## src/jsv_pkg.sv

```systemverilog
// shared types and constants for the json structure validator
// no dependencies; imported by every module of the block
package jsv_pkg;

   // fixed field widths
   localparam int CH_W    = 16;
   localparam int DEPTH_W = 6;
   localparam int ERR_W   = 3;
   localparam int EV_W    = 4;

   // largest stack pointer value the depth field and the limit register can hold
   localparam int DEPTH_CAP = (2 ** DEPTH_W) - 1;

   // request queue between front and back
   localparam int Q_DEPTH = 2;
   localparam int Q_PTR_W = (Q_DEPTH > 1) ? $clog2(Q_DEPTH) : 1;
   localparam int Q_CNT_W = $clog2(Q_DEPTH + 1);

   // reset value of the depth limit register
   localparam logic [DEPTH_W-1:0] LIMIT_RESET = DEPTH_W'(32);

   // structural characters
   localparam logic [7:0] ASCII_LBRACE = 8'h7B;
   localparam logic [7:0] ASCII_RBRACE = 8'h7D;
   localparam logic [7:0] ASCII_LBRACK = 8'h5B;
   localparam logic [7:0] ASCII_RBRACK = 8'h5D;
   localparam logic [7:0] ASCII_COLON  = 8'h3A;
   localparam logic [7:0] ASCII_COMMA  = 8'h2C;
   localparam logic [7:0] ASCII_SPACE  = 8'h20;
   localparam logic [7:0] ASCII_TAB    = 8'h09;
   localparam logic [7:0] ASCII_QUOTE  = 8'h22;

   // character class found by the front
   typedef enum logic [3:0] {
      CL_BLANK,
      CL_LBRACE,
      CL_RBRACE,
      CL_LBRACK,
      CL_RBRACK,
      CL_COLON,
      CL_COMMA,
      CL_QUOTE,
      CL_OTHER
   } class_type;

   // stack frame codes
   typedef enum logic [3:0] {
      FR_OBJ_OPEN  = 4'd0,
      FR_OBJ_DONE  = 4'd1,
      FR_FLD_KEY   = 4'd2,
      FR_FLD_COLON = 4'd3,
      FR_FLD_VALUE = 4'd4,
      FR_ARR_OPEN  = 4'd5,
      FR_ARR_DONE  = 4'd6,
      FR_STR       = 4'd7,
      FR_KEY       = 4'd8
   } frame_type;

   // structural event codes
   typedef enum logic [EV_W-1:0] {
      EV_BLANK     = 4'd0,
      EV_OBJ_OPEN  = 4'd1,
      EV_OBJ_CLOSE = 4'd2,
      EV_ARR_OPEN  = 4'd3,
      EV_ARR_CLOSE = 4'd4,
      EV_KEY_START = 4'd5,
      EV_KEY_CHAR  = 4'd6,
      EV_KEY_END   = 4'd7,
      EV_STR_START = 4'd8,
      EV_STR_CHAR  = 4'd9,
      EV_STR_END   = 4'd10,
      EV_COLON     = 4'd11,
      EV_COMMA     = 4'd12,
      EV_ERROR     = 4'd13,
      EV_FINISHED  = 4'd14
   } event_type;

   // error codes
   typedef enum logic [ERR_W-1:0] {
      ERR_NONE       = 3'd0,
      ERR_UNEXPECTED = 3'd1,
      ERR_BRACKET    = 3'd2,
      ERR_DEPTH      = 3'd3,
      ERR_UNCLOSED   = 3'd4,
      ERR_EMPTY      = 3'd5
   } err_type;

   // stack action chosen for one character
   typedef enum logic [2:0] {
      ACT_NONE,
      ACT_PUSH1,
      ACT_PUSH2,
      ACT_SET_TOP,
      ACT_CLOSE
   } act_type;

   // stack shift for one step
   typedef enum logic [2:0] {
      SH_POP2,
      SH_POP1,
      SH_HOLD,
      SH_PUSH1,
      SH_PUSH2
   } shift_type;

   // parent frame update on a close
   typedef struct packed {
      logic      wr;
      frame_type v;
   } upd_type;

   // one classified request in the queue
   typedef struct packed {
      logic            cmd;
      class_type       cls;
      logic [CH_W-1:0] ch;
   } entry_type;

   // one result item
   typedef struct packed {
      event_type          ev;
      logic [CH_W-1:0]    char_out;
      logic [DEPTH_W-1:0] depth;
      err_type            code;
      logic               accepted;
   } result_type;

endpackage

```

## src/jsv_front.sv

```systemverilog
// front end: masks the incoming character and classifies it
// depends on jsv_pkg
module jsv_front import jsv_pkg::*; #(
   parameter int CHAR_BITS = 16
) (
   input  logic            cmd,
   input  logic [CH_W-1:0] ch,
   output entry_type       entry
);

   localparam int CW = (CHAR_BITS < CH_W) ? CHAR_BITS : CH_W;

   logic [CH_W-1:0] ch_mask;

   // keep only the character bits in use
   assign ch_mask = CH_W'(ch[CW-1:0]);

   // classify the character
   always_comb begin
      entry.cmd = cmd;
      entry.ch  = ch_mask;
      if (ch_mask == CH_W'(ASCII_SPACE) || ch_mask == CH_W'(ASCII_TAB)) begin
         entry.cls = CL_BLANK;
      end else if (ch_mask == CH_W'(ASCII_LBRACE)) begin
         entry.cls = CL_LBRACE;
      end else if (ch_mask == CH_W'(ASCII_RBRACE)) begin
         entry.cls = CL_RBRACE;
      end else if (ch_mask == CH_W'(ASCII_LBRACK)) begin
         entry.cls = CL_LBRACK;
      end else if (ch_mask == CH_W'(ASCII_RBRACK)) begin
         entry.cls = CL_RBRACK;
      end else if (ch_mask == CH_W'(ASCII_COLON)) begin
         entry.cls = CL_COLON;
      end else if (ch_mask == CH_W'(ASCII_COMMA)) begin
         entry.cls = CL_COMMA;
      end else if (ch_mask == CH_W'(ASCII_QUOTE)) begin
         entry.cls = CL_QUOTE;
      end else begin
         entry.cls = CL_OTHER;
      end
   end

endmodule

```

## src/jsv_queue.sv

```systemverilog
// short request queue between the front end and the stack engine
// depends on jsv_pkg
module jsv_queue import jsv_pkg::*; (
   input  logic      clock,
   input  logic      reset,
   input  logic      wr_valid,
   output logic      wr_ready,
   input  entry_type wr_data,
   output logic      rd_valid,
   input  logic      rd_ready,
   output entry_type rd_data
);

   entry_type            mem_ff [Q_DEPTH];
   logic [Q_PTR_W-1:0]   wr_ptr_ff, wr_ptr_in;
   logic [Q_PTR_W-1:0]   rd_ptr_ff, rd_ptr_in;
   logic [Q_CNT_W-1:0]   count_ff, count_in;
   logic                 push, pop;

   assign wr_ready = (count_ff != Q_CNT_W'(Q_DEPTH));
   assign rd_valid = (count_ff != '0);
   assign rd_data  = mem_ff[rd_ptr_ff];
   assign push     = wr_valid && wr_ready;
   assign pop      = rd_valid && rd_ready;

   // pointer and fill count update
   always_comb begin
      wr_ptr_in = wr_ptr_ff;
      rd_ptr_in = rd_ptr_ff;
      count_in  = count_ff;
      if (push) begin
         wr_ptr_in = (wr_ptr_ff == Q_PTR_W'(Q_DEPTH - 1)) ? '0 : wr_ptr_ff + 1'b1;
      end
      if (pop) begin
         rd_ptr_in = (rd_ptr_ff == Q_PTR_W'(Q_DEPTH - 1)) ? '0 : rd_ptr_ff + 1'b1;
      end
      if (push && !pop) begin
         count_in = count_ff + 1'b1;
      end else if (pop && !push) begin
         count_in = count_ff - 1'b1;
      end
   end

   // control registers
   always_ff @(posedge clock) begin
      if (reset) begin
         wr_ptr_ff <= '0;
         rd_ptr_ff <= '0;
         count_ff  <= '0;
      end else begin
         wr_ptr_ff <= wr_ptr_in;
         rd_ptr_ff <= rd_ptr_in;
         count_ff  <= count_in;
      end
   end

   // entry storage
   always_ff @(posedge clock) begin
      if (push) begin
         mem_ff[wr_ptr_ff] <= wr_data;
      end
   end

endmodule

```

## src/jsv_back.sv

```systemverilog
// stack engine: runs the pushdown check for one request per cycle while the result
// register is empty or being read, and holds the result register; depends on jsv_pkg
module jsv_back import jsv_pkg::*; #(
   parameter int MAX_DEPTH = 32
) (
   input  logic               clock,
   input  logic               reset,
   input  logic [DEPTH_W-1:0] limit,
   input  logic               in_valid,
   output logic               in_ready,
   input  entry_type          in_data,
   output logic               rsp_valid,
   input  logic               rsp_ready,
   output result_type         rsp_data
);

   localparam int EFF = (MAX_DEPTH < DEPTH_CAP) ? MAX_DEPTH : DEPTH_CAP;
   localparam int SPW = $clog2(EFF + 1);

   // shift-register stack, entry 0 is the top frame
   frame_type           stk_ff [EFF];
   frame_type           stk_in [EFF];
   frame_type           pad [EFF + 4];
   logic [SPW-1:0]      sp_ff, sp_in;
   logic                root_ff, root_in;
   err_type             err_ff, err_in;
   logic                rsp_valid_ff, rsp_valid_in;
   result_type          rsp_ff, rsp_in;

   logic                fire;
   logic [DEPTH_W-1:0]  lim_eff;
   logic [DEPTH_W:0]    sp_need;
   logic [1:0]          need;

   // per-character decision
   event_type           ev;
   err_type             err;
   logic [CH_W-1:0]     echo;
   act_type             act;
   frame_type           val_a, val_b;
   logic                open_req;

   // close resolution
   shift_type           cl_sh;
   logic [SPW-1:0]      cl_sp;
   logic                cl_root;
   upd_type             cl_upd;
   upd_type             up1, up2;

   // step application
   shift_type           sh;
   logic                wr0, wr1;
   frame_type           v0, v1;
   err_type             code;
   logic                acc;

   function automatic upd_type parent_upd(frame_type t);
      upd_type u;
      u.wr = 1'b1;
      u.v  = t;
      case (t) inside
         FR_OBJ_OPEN, FR_OBJ_DONE: u.v = FR_OBJ_DONE;
         FR_FLD_KEY:               u.v = FR_FLD_COLON;
         FR_ARR_OPEN, FR_ARR_DONE: u.v = FR_ARR_DONE;
         default:                  u.wr = 1'b0;
      endcase
      return u;
   endfunction

   assign fire      = in_valid && in_ready;
   assign in_ready  = !rsp_valid_ff || rsp_ready;
   assign rsp_valid = rsp_valid_ff;
   assign rsp_data  = rsp_ff;

   // effective depth limit
   assign lim_eff = (limit > DEPTH_W'(EFF)) ? DEPTH_W'(EFF) : limit;

   // padded view of the stack for shifting
   always_comb begin
      for (int i = 0; i < EFF + 4; i++) begin
         pad[i] = FR_OBJ_OPEN;
      end
      for (int i = 0; i < EFF; i++) begin
         pad[i + 2] = stk_ff[i];
      end
   end

   // classify the step against the top frame
   always_comb begin
      ev       = EV_BLANK;
      err      = ERR_NONE;
      echo     = '0;
      act      = ACT_NONE;
      val_a    = FR_OBJ_OPEN;
      val_b    = FR_OBJ_OPEN;
      open_req = 1'b0;
      if (sp_ff == '0) begin
         if (!root_ff) begin
            open_req = 1'b1;
         end else if (in_data.cls != CL_BLANK) begin
            err = ERR_UNEXPECTED;
         end
      end else begin
         unique case (stk_ff[0]) inside
            FR_OBJ_OPEN, FR_OBJ_DONE: begin
               if (in_data.cls == CL_RBRACE) begin
                  act = ACT_CLOSE;
                  ev  = EV_OBJ_CLOSE;
               end else if (in_data.cls == CL_BLANK) begin
                  ev = EV_BLANK;
               end else if (stk_ff[0] == FR_OBJ_OPEN && in_data.cls == CL_QUOTE) begin
                  act   = ACT_PUSH2;
                  val_a = FR_FLD_KEY;
                  val_b = FR_KEY;
                  ev    = EV_KEY_START;
               end else if (stk_ff[0] == FR_OBJ_DONE && in_data.cls == CL_COMMA) begin
                  act   = ACT_SET_TOP;
                  val_a = FR_OBJ_OPEN;
                  ev    = EV_COMMA;
               end else begin
                  err = ERR_UNEXPECTED;
               end
            end
            FR_FLD_COLON: begin
               if (in_data.cls == CL_COLON) begin
                  act   = ACT_SET_TOP;
                  val_a = FR_FLD_VALUE;
                  ev    = EV_COLON;
               end else if (in_data.cls != CL_BLANK) begin
                  err = ERR_UNEXPECTED;
               end
            end
            FR_FLD_VALUE: begin
               open_req = 1'b1;
            end
            FR_ARR_OPEN, FR_ARR_DONE: begin
               if (in_data.cls == CL_COMMA) begin
                  act   = ACT_SET_TOP;
                  val_a = FR_ARR_OPEN;
                  ev    = EV_COMMA;
               end else if (in_data.cls == CL_RBRACK) begin
                  act = ACT_CLOSE;
                  ev  = EV_ARR_CLOSE;
               end else if (stk_ff[0] == FR_ARR_OPEN) begin
                  open_req = 1'b1;
               end else if (in_data.cls != CL_BLANK) begin
                  err = ERR_UNEXPECTED;
               end
            end
            FR_STR, FR_KEY: begin
               if (in_data.cls == CL_QUOTE) begin
                  act = ACT_CLOSE;
                  ev  = (stk_ff[0] == FR_KEY) ? EV_KEY_END : EV_STR_END;
               end else if (in_data.cls == CL_LBRACE || in_data.cls == CL_RBRACE ||
                            in_data.cls == CL_LBRACK || in_data.cls == CL_RBRACK) begin
                  err = ERR_BRACKET;
               end else begin
                  ev   = (stk_ff[0] == FR_KEY) ? EV_KEY_CHAR : EV_STR_CHAR;
                  echo = in_data.ch;
               end
            end
            default: begin
               err = ERR_UNEXPECTED;
            end
         endcase
      end

      // start of a value
      if (open_req) begin
         case (in_data.cls)
            CL_BLANK: ev = EV_BLANK;
            CL_LBRACE: begin
               act   = ACT_PUSH1;
               val_a = FR_OBJ_OPEN;
               ev    = EV_OBJ_OPEN;
            end
            CL_LBRACK: begin
               act   = ACT_PUSH1;
               val_a = FR_ARR_OPEN;
               ev    = EV_ARR_OPEN;
            end
            CL_QUOTE: begin
               act   = ACT_PUSH1;
               val_a = FR_STR;
               ev    = EV_STR_START;
            end
            default: err = ERR_UNEXPECTED;
         endcase
      end

      // depth check on pushes
      need    = (act == ACT_PUSH2) ? 2'd2 : 2'd1;
      sp_need = (DEPTH_W + 1)'(sp_ff) + (DEPTH_W + 1)'(need);
      if ((act == ACT_PUSH1 || act == ACT_PUSH2) && sp_need > {1'b0, lim_eff}) begin
         err = ERR_DEPTH;
      end

      // an erroneous character leaves the stack alone
      if (err != ERR_NONE) begin
         act  = ACT_NONE;
         ev   = EV_ERROR;
         echo = '0;
      end
   end

   // close of the top frame, cascading through a finished field
   always_comb begin
      up1     = parent_upd(stk_ff[1]);
      up2     = parent_upd(stk_ff[2]);
      cl_sh   = SH_POP1;
      cl_sp   = sp_ff - 1'b1;
      cl_root = root_ff;
      cl_upd  = '{wr: 1'b0, v: FR_OBJ_OPEN};
      if (sp_ff == SPW'(1)) begin
         cl_root = 1'b1;
      end else if (stk_ff[1] == FR_FLD_VALUE) begin
         cl_sh = SH_POP2;
         cl_sp = sp_ff - SPW'(2);
         if (sp_ff == SPW'(2)) begin
            cl_root = 1'b1;
         end else begin
            cl_upd = up2;
         end
      end else begin
         cl_upd = up1;
      end
   end

   // apply the step
   always_comb begin
      sh      = SH_HOLD;
      wr0     = 1'b0;
      wr1     = 1'b0;
      v0      = val_a;
      v1      = val_a;
      sp_in   = sp_ff;
      root_in = root_ff;
      err_in  = err_ff;
      code    = ERR_NONE;
      acc     = 1'b0;
      rsp_in  = rsp_ff;
      if (in_data.cmd) begin
         if (err_ff != ERR_NONE) begin
            code = err_ff;
         end else if (sp_ff != '0) begin
            code = ERR_UNCLOSED;
         end else if (!root_ff) begin
            code = ERR_EMPTY;
         end
         acc     = (code == ERR_NONE);
         sp_in   = '0;
         root_in = 1'b0;
         err_in  = ERR_NONE;
         rsp_in  = '{ev: EV_FINISHED, char_out: '0, depth: '0, code: code, accepted: acc};
      end else if (err_ff != ERR_NONE) begin
         rsp_in = '{ev: EV_ERROR, char_out: '0, depth: DEPTH_W'(sp_ff), code: err_ff,
                    accepted: 1'b0};
      end else begin
         err_in = err;
         case (act)
            ACT_PUSH1: begin
               sh    = SH_PUSH1;
               wr0   = 1'b1;
               v0    = val_a;
               sp_in = sp_ff + 1'b1;
            end
            ACT_PUSH2: begin
               sh    = SH_PUSH2;
               wr0   = 1'b1;
               v0    = val_b;
               wr1   = 1'b1;
               v1    = val_a;
               sp_in = sp_ff + SPW'(2);
            end
            ACT_SET_TOP: begin
               wr0 = 1'b1;
               v0  = val_a;
            end
            ACT_CLOSE: begin
               sh      = cl_sh;
               wr0     = cl_upd.wr;
               v0      = cl_upd.v;
               sp_in   = cl_sp;
               root_in = cl_root;
            end
            default: sh = SH_HOLD;
         endcase
         rsp_in = '{ev: ev, char_out: echo, depth: DEPTH_W'(sp_in), code: err,
                    accepted: 1'b0};
      end

      // shifted stack with the new top frames
      for (int i = 0; i < EFF; i++) begin
         case (sh)
            SH_POP2:  stk_in[i] = pad[i + 4];
            SH_POP1:  stk_in[i] = pad[i + 3];
            SH_PUSH1: stk_in[i] = pad[i + 1];
            SH_PUSH2: stk_in[i] = pad[i];
            default:  stk_in[i] = pad[i + 2];
         endcase
      end
      if (wr0) begin
         stk_in[0] = v0;
      end
      if (wr1) begin
         stk_in[1] = v1;
      end
   end

   // result handshake
   always_comb begin
      rsp_valid_in = rsp_valid_ff;
      if (fire) begin
         rsp_valid_in = 1'b1;
      end else if (rsp_ready) begin
         rsp_valid_in = 1'b0;
      end
   end

   // control registers
   always_ff @(posedge clock) begin
      if (reset) begin
         sp_ff        <= '0;
         root_ff      <= 1'b0;
         err_ff       <= ERR_NONE;
         rsp_valid_ff <= 1'b0;
      end else begin
         rsp_valid_ff <= rsp_valid_in;
         if (fire) begin
            sp_ff   <= sp_in;
            root_ff <= root_in;
            err_ff  <= err_in;
         end
      end
   end

   // stack and result payload
   always_ff @(posedge clock) begin
      if (fire) begin
         rsp_ff <= rsp_in;
         for (int i = 0; i < EFF; i++) begin
            stk_ff[i] <= stk_in[i];
         end
      end
   end

endmodule

```

## src/json_structure_validator_top.sv

```systemverilog
// path: a request is stored in a queue entry, then the stack engine writes its result register
// throughput: one request per cycle while the response is taken, set by the update of the
// shift-register frame stack in the back end; a two-entry queue decouples the front
// reset: synchronous, clears stack pointer, root flag, error and queue, and sets the
// depth limit to 32; stack contents need no clearing pass
// top level: front classifier, request queue, stack engine and csr register
module json_structure_validator_top import jsv_pkg::*; #(
   parameter int MAX_DEPTH = 32,
   parameter int CHAR_BITS = 16
) (
   input  logic               clock,
   input  logic               reset,
   // request channel
   input  logic               req_tvalid,
   output logic               req_tready,
   input  logic [15:0]        req_tdata,   // [15:0] ch
   input  logic               req_tuser,   // [0] cmd
   // response channel
   output logic               rsp_tvalid,
   input  logic               rsp_tready,
   output logic [31:0]        rsp_tdata,   // [15:0] char_out, [21:16] depth,
                                           // [24:22] error_code, [25] accepted
   output logic [3:0]         rsp_tuser,   // [3:0] event_res
   // configuration
   input  logic               csr_we,
   input  logic [DEPTH_W-1:0] csr_wdata
);

   logic [DEPTH_W-1:0] limit_ff, limit_in;
   entry_type          fr_entry;
   entry_type          q_data;
   logic               q_valid, q_ready;
   result_type         res;

   // depth limit register
   assign limit_in = csr_we ? csr_wdata : limit_ff;

   always_ff @(posedge clock) begin
      if (reset) begin
         limit_ff <= LIMIT_RESET;
      end else begin
         limit_ff <= limit_in;
      end
   end

   // classify the incoming request
   jsv_front #(
      .CHAR_BITS (CHAR_BITS)
   ) u_front (
      .cmd   (req_tuser),
      .ch    (req_tdata),
      .entry (fr_entry)
   );

   // queue between front and back
   jsv_queue u_queue (
      .clock    (clock),
      .reset    (reset),
      .wr_valid (req_tvalid),
      .wr_ready (req_tready),
      .wr_data  (fr_entry),
      .rd_valid (q_valid),
      .rd_ready (q_ready),
      .rd_data  (q_data)
   );

   // stack engine
   jsv_back #(
      .MAX_DEPTH (MAX_DEPTH)
   ) u_back (
      .clock     (clock),
      .reset     (reset),
      .limit     (limit_ff),
      .in_valid  (q_valid),
      .in_ready  (q_ready),
      .in_data   (q_data),
      .rsp_valid (rsp_tvalid),
      .rsp_ready (rsp_tready),
      .rsp_data  (res)
   );

   // pack the response
   assign rsp_tuser = res.ev;
   assign rsp_tdata = {6'b0, res.accepted, res.code, res.depth, res.char_out};

`ifndef SYNTHESIS
   a_finish_depth: assert property (@(posedge clock) disable iff (reset)
      rsp_tvalid && rsp_tuser == EV_FINISHED |-> rsp_tdata[21:16] == '0)
      else $error("finish result with nonzero depth");

   a_accept_clean: assert property (@(posedge clock) disable iff (reset)
      rsp_tvalid && rsp_tdata[25] |-> rsp_tuser == EV_FINISHED && rsp_tdata[24:22] == ERR_NONE)
      else $error("accepted flag without a clean finish");

   a_error_code: assert property (@(posedge clock) disable iff (reset)
      rsp_tvalid && rsp_tuser == EV_ERROR |-> rsp_tdata[24:22] != ERR_NONE)
      else $error("error event without an error code");

   a_echo_only_content: assert property (@(posedge clock) disable iff (reset)
      rsp_tvalid && rsp_tuser != EV_KEY_CHAR && rsp_tuser != EV_STR_CHAR
      |-> rsp_tdata[15:0] == '0)
      else $error("character echoed outside string content");
`endif

endmodule
```

## config.mk

```make
export PLATFORM = sky130hd
export DESIGN_NAME = json_structure_validator_top
export DESIGN_NICKNAME = d
export VERILOG_FILES = /design/src/jsv_pkg.sv /design/src/jsv_front.sv /design/src/jsv_queue.sv /design/src/jsv_back.sv /design/src/json_structure_validator_top.sv
export SDC_FILE = /design/constraint.sdc
export NUM_CORES = 1
export LEC_CHECK = 0
export ABC_CLOCK_PERIOD_IN_PS = 19600
export BUFFER_PORTS_ARGS = -buffer_cell sky130_fd_sc_hd__buf_2
export CELL_PAD_IN_SITES_DETAIL_PLACEMENT = 2
export CELL_PAD_IN_SITES_GLOBAL_PLACEMENT = 2
export CORE_MARGIN = 8
export CORE_UTILIZATION = 45
export CTS_CLUSTER_DIAMETER = 60
export CTS_CLUSTER_SIZE = 16
export DETAILED_ROUTE_END_ITERATION = 8
export PLACE_DENSITY_LB_ADDON = 0.05
export SLEW_MARGIN = 20
export SYNTH_ARGS = -nofsm -noshare
export SYNTH_HDL_FRONTEND = slang
export SYNTH_SLANG_ARGS = --single-unit
```

## constraint.sdc

```tcl
create_clock -name clock -period 19.6 [get_ports clock]
set_input_delay 2.94 -clock clock [delete_from_list [all_inputs] [get_ports clock]]
set_output_delay 2.94 -clock clock [all_outputs]
set_load 0.01 [all_outputs]
```

After elaboration in Yosys (flattened, before gate mapping)

Memory sizes are Yosys's and may differ from the RTL's. A register that Yosys moved wholly into a read port is not among the register bits.
Index checks and enable logic that the tools add are counted.

Input bits: 28
Memory bits (writable): 170
Output and inout port bits: 38
Logic and storage cells: 297
Memories: 2
Register bits after elaboration: 51

Muxes and demuxes: 175
Reduce and logical (&&, ||, !) cells: 49
$lt $le $gt $ge: 2
Eq/ne operators: 45
Bitwise gates (word level): 1
Add/subtract/negate cells: 9

Memory list:

| name           | depth | bits a word | rd ports | clocked after memory_dff | write ports | line            | text |
|---|---|---|---|---|---|---|---|
| u_back.stk_ff  | 32    | 4           | 32       | 0                        | 32          | jsv_back.sv:21  | `frame_type stk_ff [EFF];` |
| u_queue.mem_ff | 2     | 21          | 1        | 1                        | 1           | jsv_queue.sv:14 | `entry_type mem_ff [Q_DEPTH];` |

Operators with widths:

| operator            | number |
|---|---|
| $pmux 4 s4          | 32 |
| $mux 4              | 40 |
| $mux 3              | 35 |
| $mux 16             | 5 |
| $eq 16x6->1 const B | 4 |
| $eq 16x7->1 const B | 4 |
| $eq 4x3->1 const B  | 13 |
| $pmux 4 s3          | 4 |
| $mux 1              | 35 |
| $mux 6              | 5 |
| $mux 28             | 1 |
| $eq 4x2->1 const B  | 5 |
| $pmux 6 s3          | 1 |
| $reduce_or 2->1     | 9 |
| $eq 16x4->1 const B | 1 |
| $eq 4x1->1 const B  | 4 |
| $logic_not 4->1     | 4 |
| $mux 2              | 8 |
| $mux 5              | 3 |
| $pmux 3 s5          | 1 |
| $eq 3x2->1 const B  | 4 |
| $pmux 3 s4          | 1 |
| $reduce_bool 3->1   | 4 |
| $eq 3x1->1 const B  | 3 |
| 32 further kinds    | 55 |

Depth between registers and ports, before layout

An unclocked memory read counts as a cell.

Depth after elaboration: 27
Depth in mapped cells: 26
Depth with buffers taken out: 21

Modules after synthesis

A second synthesis with hierarchy kept.

Cell total of the unflattened synthesis: 1028
Area, all modules: 12165.4 µm²

Modules (own cells, without submodules):

| module                       | cells an instance | seq. area each (µm²) | times used | area each (µm²) |
|---|---|---|---|---|
| jsv_back                     | 864               | 4944.7               | 1          | 9829.4 |
| jsv_queue                    | 89                | 1361.3               | 1          | 1730.4 |
| jsv_front                    | 49                | 0.0                  | 1          | 339.1 |
| json_structure_validator_top | 26                | 120.1                | 1          | 266.5 |

Least setup slack after synthesis

Ideal clock, no wire load.

Path type: input-to-reg
From: input port rsp_tready
To: memory u_back.stk_ff[0][10] (netlist bit), enable pin
Data required time: 19007 ps
Library setup time: 593 ps
Path buffers: 1
Arrival time: 9212 ps
Stages on the path: 6
Slack: 9795 ps
Cells stage by stage: nand2b_1 > o21ai_0 > clkbuf_1 > inv_1 > nand2_1 > nor2_1

RTL lines:

| element     | line                               | text |
|---|---|---|
| from (decl) | json_structure_validator_top.sv:20 | `input logic rsp_tready,` |
| to (decl)   | jsv_back.sv:21                     |  |

==> qor.yml <==
timing:
  relSlewSlack_pct: 30.0
  tightest_slew_ns: 1.05
  setup_tns_ns: 0
  finalCritPeriodShare_pct: 36.4
  finalHoldViolCount: 0
  slew_viol_final: 0
  fin_crit_ns: 7.13
  rsz0062_at_grt: "no"
  fin_skew_ns: 0.0164
  finalSetupViolCount: 0
  max_freq_mhz: 140
logic_synthesis:
  avgSynthCellArea_um2: 11.1
  synth_compound_area_share_pct: 22.3
  synth-edff-count: 200
  synthMuxAreaShare_pct: 2.96
  synth.most_common_cell: "a22oi_1"
  async_reset_ff_share_pct: 0
  netlist_area_um2: 12300
  synth_top_flop_cell: "edfxtp_1"
  synth-simple-area-share_pct: 13.6
  ys_types: 87
  yosysTopAreaCell: "edfxtp_1"
  ys_seq_elements: 221
  synthAdderAreaFrac_pct: 1.80
  yosysWarnings: 0
  synth_top_cells_by_count: "227 x a22oi_1, 200 x edfxtp_1, 164 x nand2_1"
  synth.top_cell.area_share_pct: 49.0
  synth_xor_xnor_area_share_pct: 0.858
  yosys-top-cells-area: "edfxtp_1 49%, a22oi_1 14%, nand2_1 5.0%, dfxtp_1 3.4%, mux2i_1 2.3%"
  yosysSeqAreaShare_pct: 52.4
  netlist_instances: 1101
  synth_top_family_by_area: "compound AO/OA/AOI/OAI gates"
floorplan:
  design.core.area_um2: 26900
  start_util_pct: 45.6
  die_w_um: 181
  io_pins: 66
  die_area_um2: 32800
  die_h_um: 181
  row_count: 60
detailed_routing:
  vias: 9249
  drc_errors: 0
  wl_mm: 34.1
  drt-pass1-iter-count: 5
  routedWlPerCell_um: 23.2
  viasPerCell: 6.30
  ant_nets: 0
  detail_route.iter0.violations: 608
final_layout:
  insertedDiodeCount: 0
  nets: 1157
  syn_to_final_growth_pct: 8.21
  stdcell_area_um2: 13300
  drive_gt1_share_pct: 13.7
placed_design:
  hpwlAfterDp_mm: 21.9
  post_dp_cell_area_um2: 12500
  port_buffers: 59
  place.gp.congestion: 0.842
clocking:
  cts_tree: "done"
  numCtsBuffers: 22
  cts_root_buf: "clkbuf_16"
  cts_sinks: 221
  htreeDepth: 1
  cts_resized: 0
  cts_hold_buffers: 0
  clk-insertion-delay-late_ns: 0.52
  cts.clk_slew.worst_paths_ns: 0.07
  cts_max_path_buffers: 3
  post_cts_buffers: 0
worst_setup_path:
  criticalPathCategory: "flip-flop to flip-flop"
  worstPathRequired_ns: 19.98
  cpMostUsedCell: "nand2_1"
  cp_slowest_cell: "buf_4"
  max_stage_delay_ns: 0.87
  cp.arrival_ns: 7.51
  crit_buf_inv: 3
  cp-end-kind: "flip-flop"
  cp_max_fo: 93
  crit_family: "simple AND/OR/NAND/NOR gates"
  path_cells: "buf_4, nor4b_1, o211ai_1, nand2_1, nor3_2, nand2_1, inv_1, ha_1, a21oi_1, nor2_1, and3_1, xor2_1, ha_1, a21o_1, mux2_2, o31a_1, and3b_4, nand2_1, a21boi_4, buf_4, a22oi_1, nand2_1"
  start_kind: "flip-flop"
flow_run:
  maxCapViolCount: 0
status:
  status: "completed"
pwr:
  p_leak_nw: 4.65
  peakVddDrop_v: 0.0000618
  p_per_area_nw_per_um2: 92.3
global_route:
  grt_overflow_total: 0
  antenna_found_initial: 0
  grt_pass1_vias: 10007
  gr-usage-all-layers_pct: 20.2
  grt_pass1_wl_mm: 55.4
  grt_max_degree: 94
hold_path:
  holdCritPathClass: "flip-flop to flip-flop"
[layout by cell type, fill, tap and decap left out, types with 21 or more instances in the layout]
cell type | Yosys | layout
a21oi_1 | 33 | 33
a22oi_1 | 227 | 227
buf_2 | 26 | 59
clkbuf_16 | 0 | 23
dfxtp_1 | 21 | 21
edfxtp_1 | 200 | 200
inv_1 | 22 | 22
mux2i_1 | 28 | 28
nand2_1 | 164 | 164
nor2_1 | 63 | 61
o21ai_0 | 28 | 28
[flip-flops by register name, indices dropped and copies added, names as in the netlist, 2 cells and up, named ones only]
name              count
u_back.stk_ff       128
u_back.err_ff         2
u_queue.mem_ff       42
u_back.sp_ff          6
u_queue.count_ff      2
limit_ff              6
u_back.rsp_data      30
[power breakdown]
part           switching, W  internal [W]
Sequential        0.0000205      0.000561
Combinational      0.000126     0.0000579
Clock              0.000195      0.000264
[worst paths after layout]
check               from              endpoint  slack [ns]  cells after the start
max            flip-flop  u_back.stk_ff[0][22]       12.47                     22
min reg2reg  limit_ff[3]           limit_ff[3]        0.50                      2
min          limit_ff[3]           limit_ff[3]        0.50                      2
max reg2reg    flip-flop  u_back.stk_ff[0][22]       12.47                     22
[layer usage]
layer  GRT usage (%)  wire length [um]  vias up
li1                -                 -     4301
met1            26.7             15500     4772
met2            34.8             17000      128
met3            2.33               833       48
met4            5.61               811        0
met5               0                 0        -
[cell type report]
cell class                 instances  area (um^2)
fill                            2690        13600
sequential                       221         6430
multi-input combinational        773         5150
clock buffer                      29          608
tap                              341          427
timing repair buffer              72          405
clock inverter                    11          163
inverter                          22         82.6
[metrics by stage]
stage               power (W)  instances  setup WS (ns)  hold slack (ns)  utilization (%)
finish                0.00122       1469          12.47            0.504             49.3
CTS                   0.00124       1468          12.10            0.505             49.2
detailed placement   0.000778       1428          12.17            0.492             46.4
floorplan            0.000705       1106           9.79            0.452                -
global route          0.00127       1469          12.03            0.515             49.3
global placement     0.000766       1428          12.40            0.481             46.4
[logic make-up (layout without fill, tap and decap cells)]
logic type                 after synthesis  in the layout
AOI/OAI and AO/OA                      369            369
xor gates and xnor gates                12             12
adders and majority gates               17             17
buffers and inverters                  112            134
DFF                                    221            221
muxes                                   35             35
other                                    1              6
and+or+nand+nor                        334            334
[worst min-delay path: stages, from the launching register on]
cell and delay [ns]:
dfxtp_1 0.32, mux2i_1 0.07, nor2_1 0.08
Power figures use the tool's default switching activity.
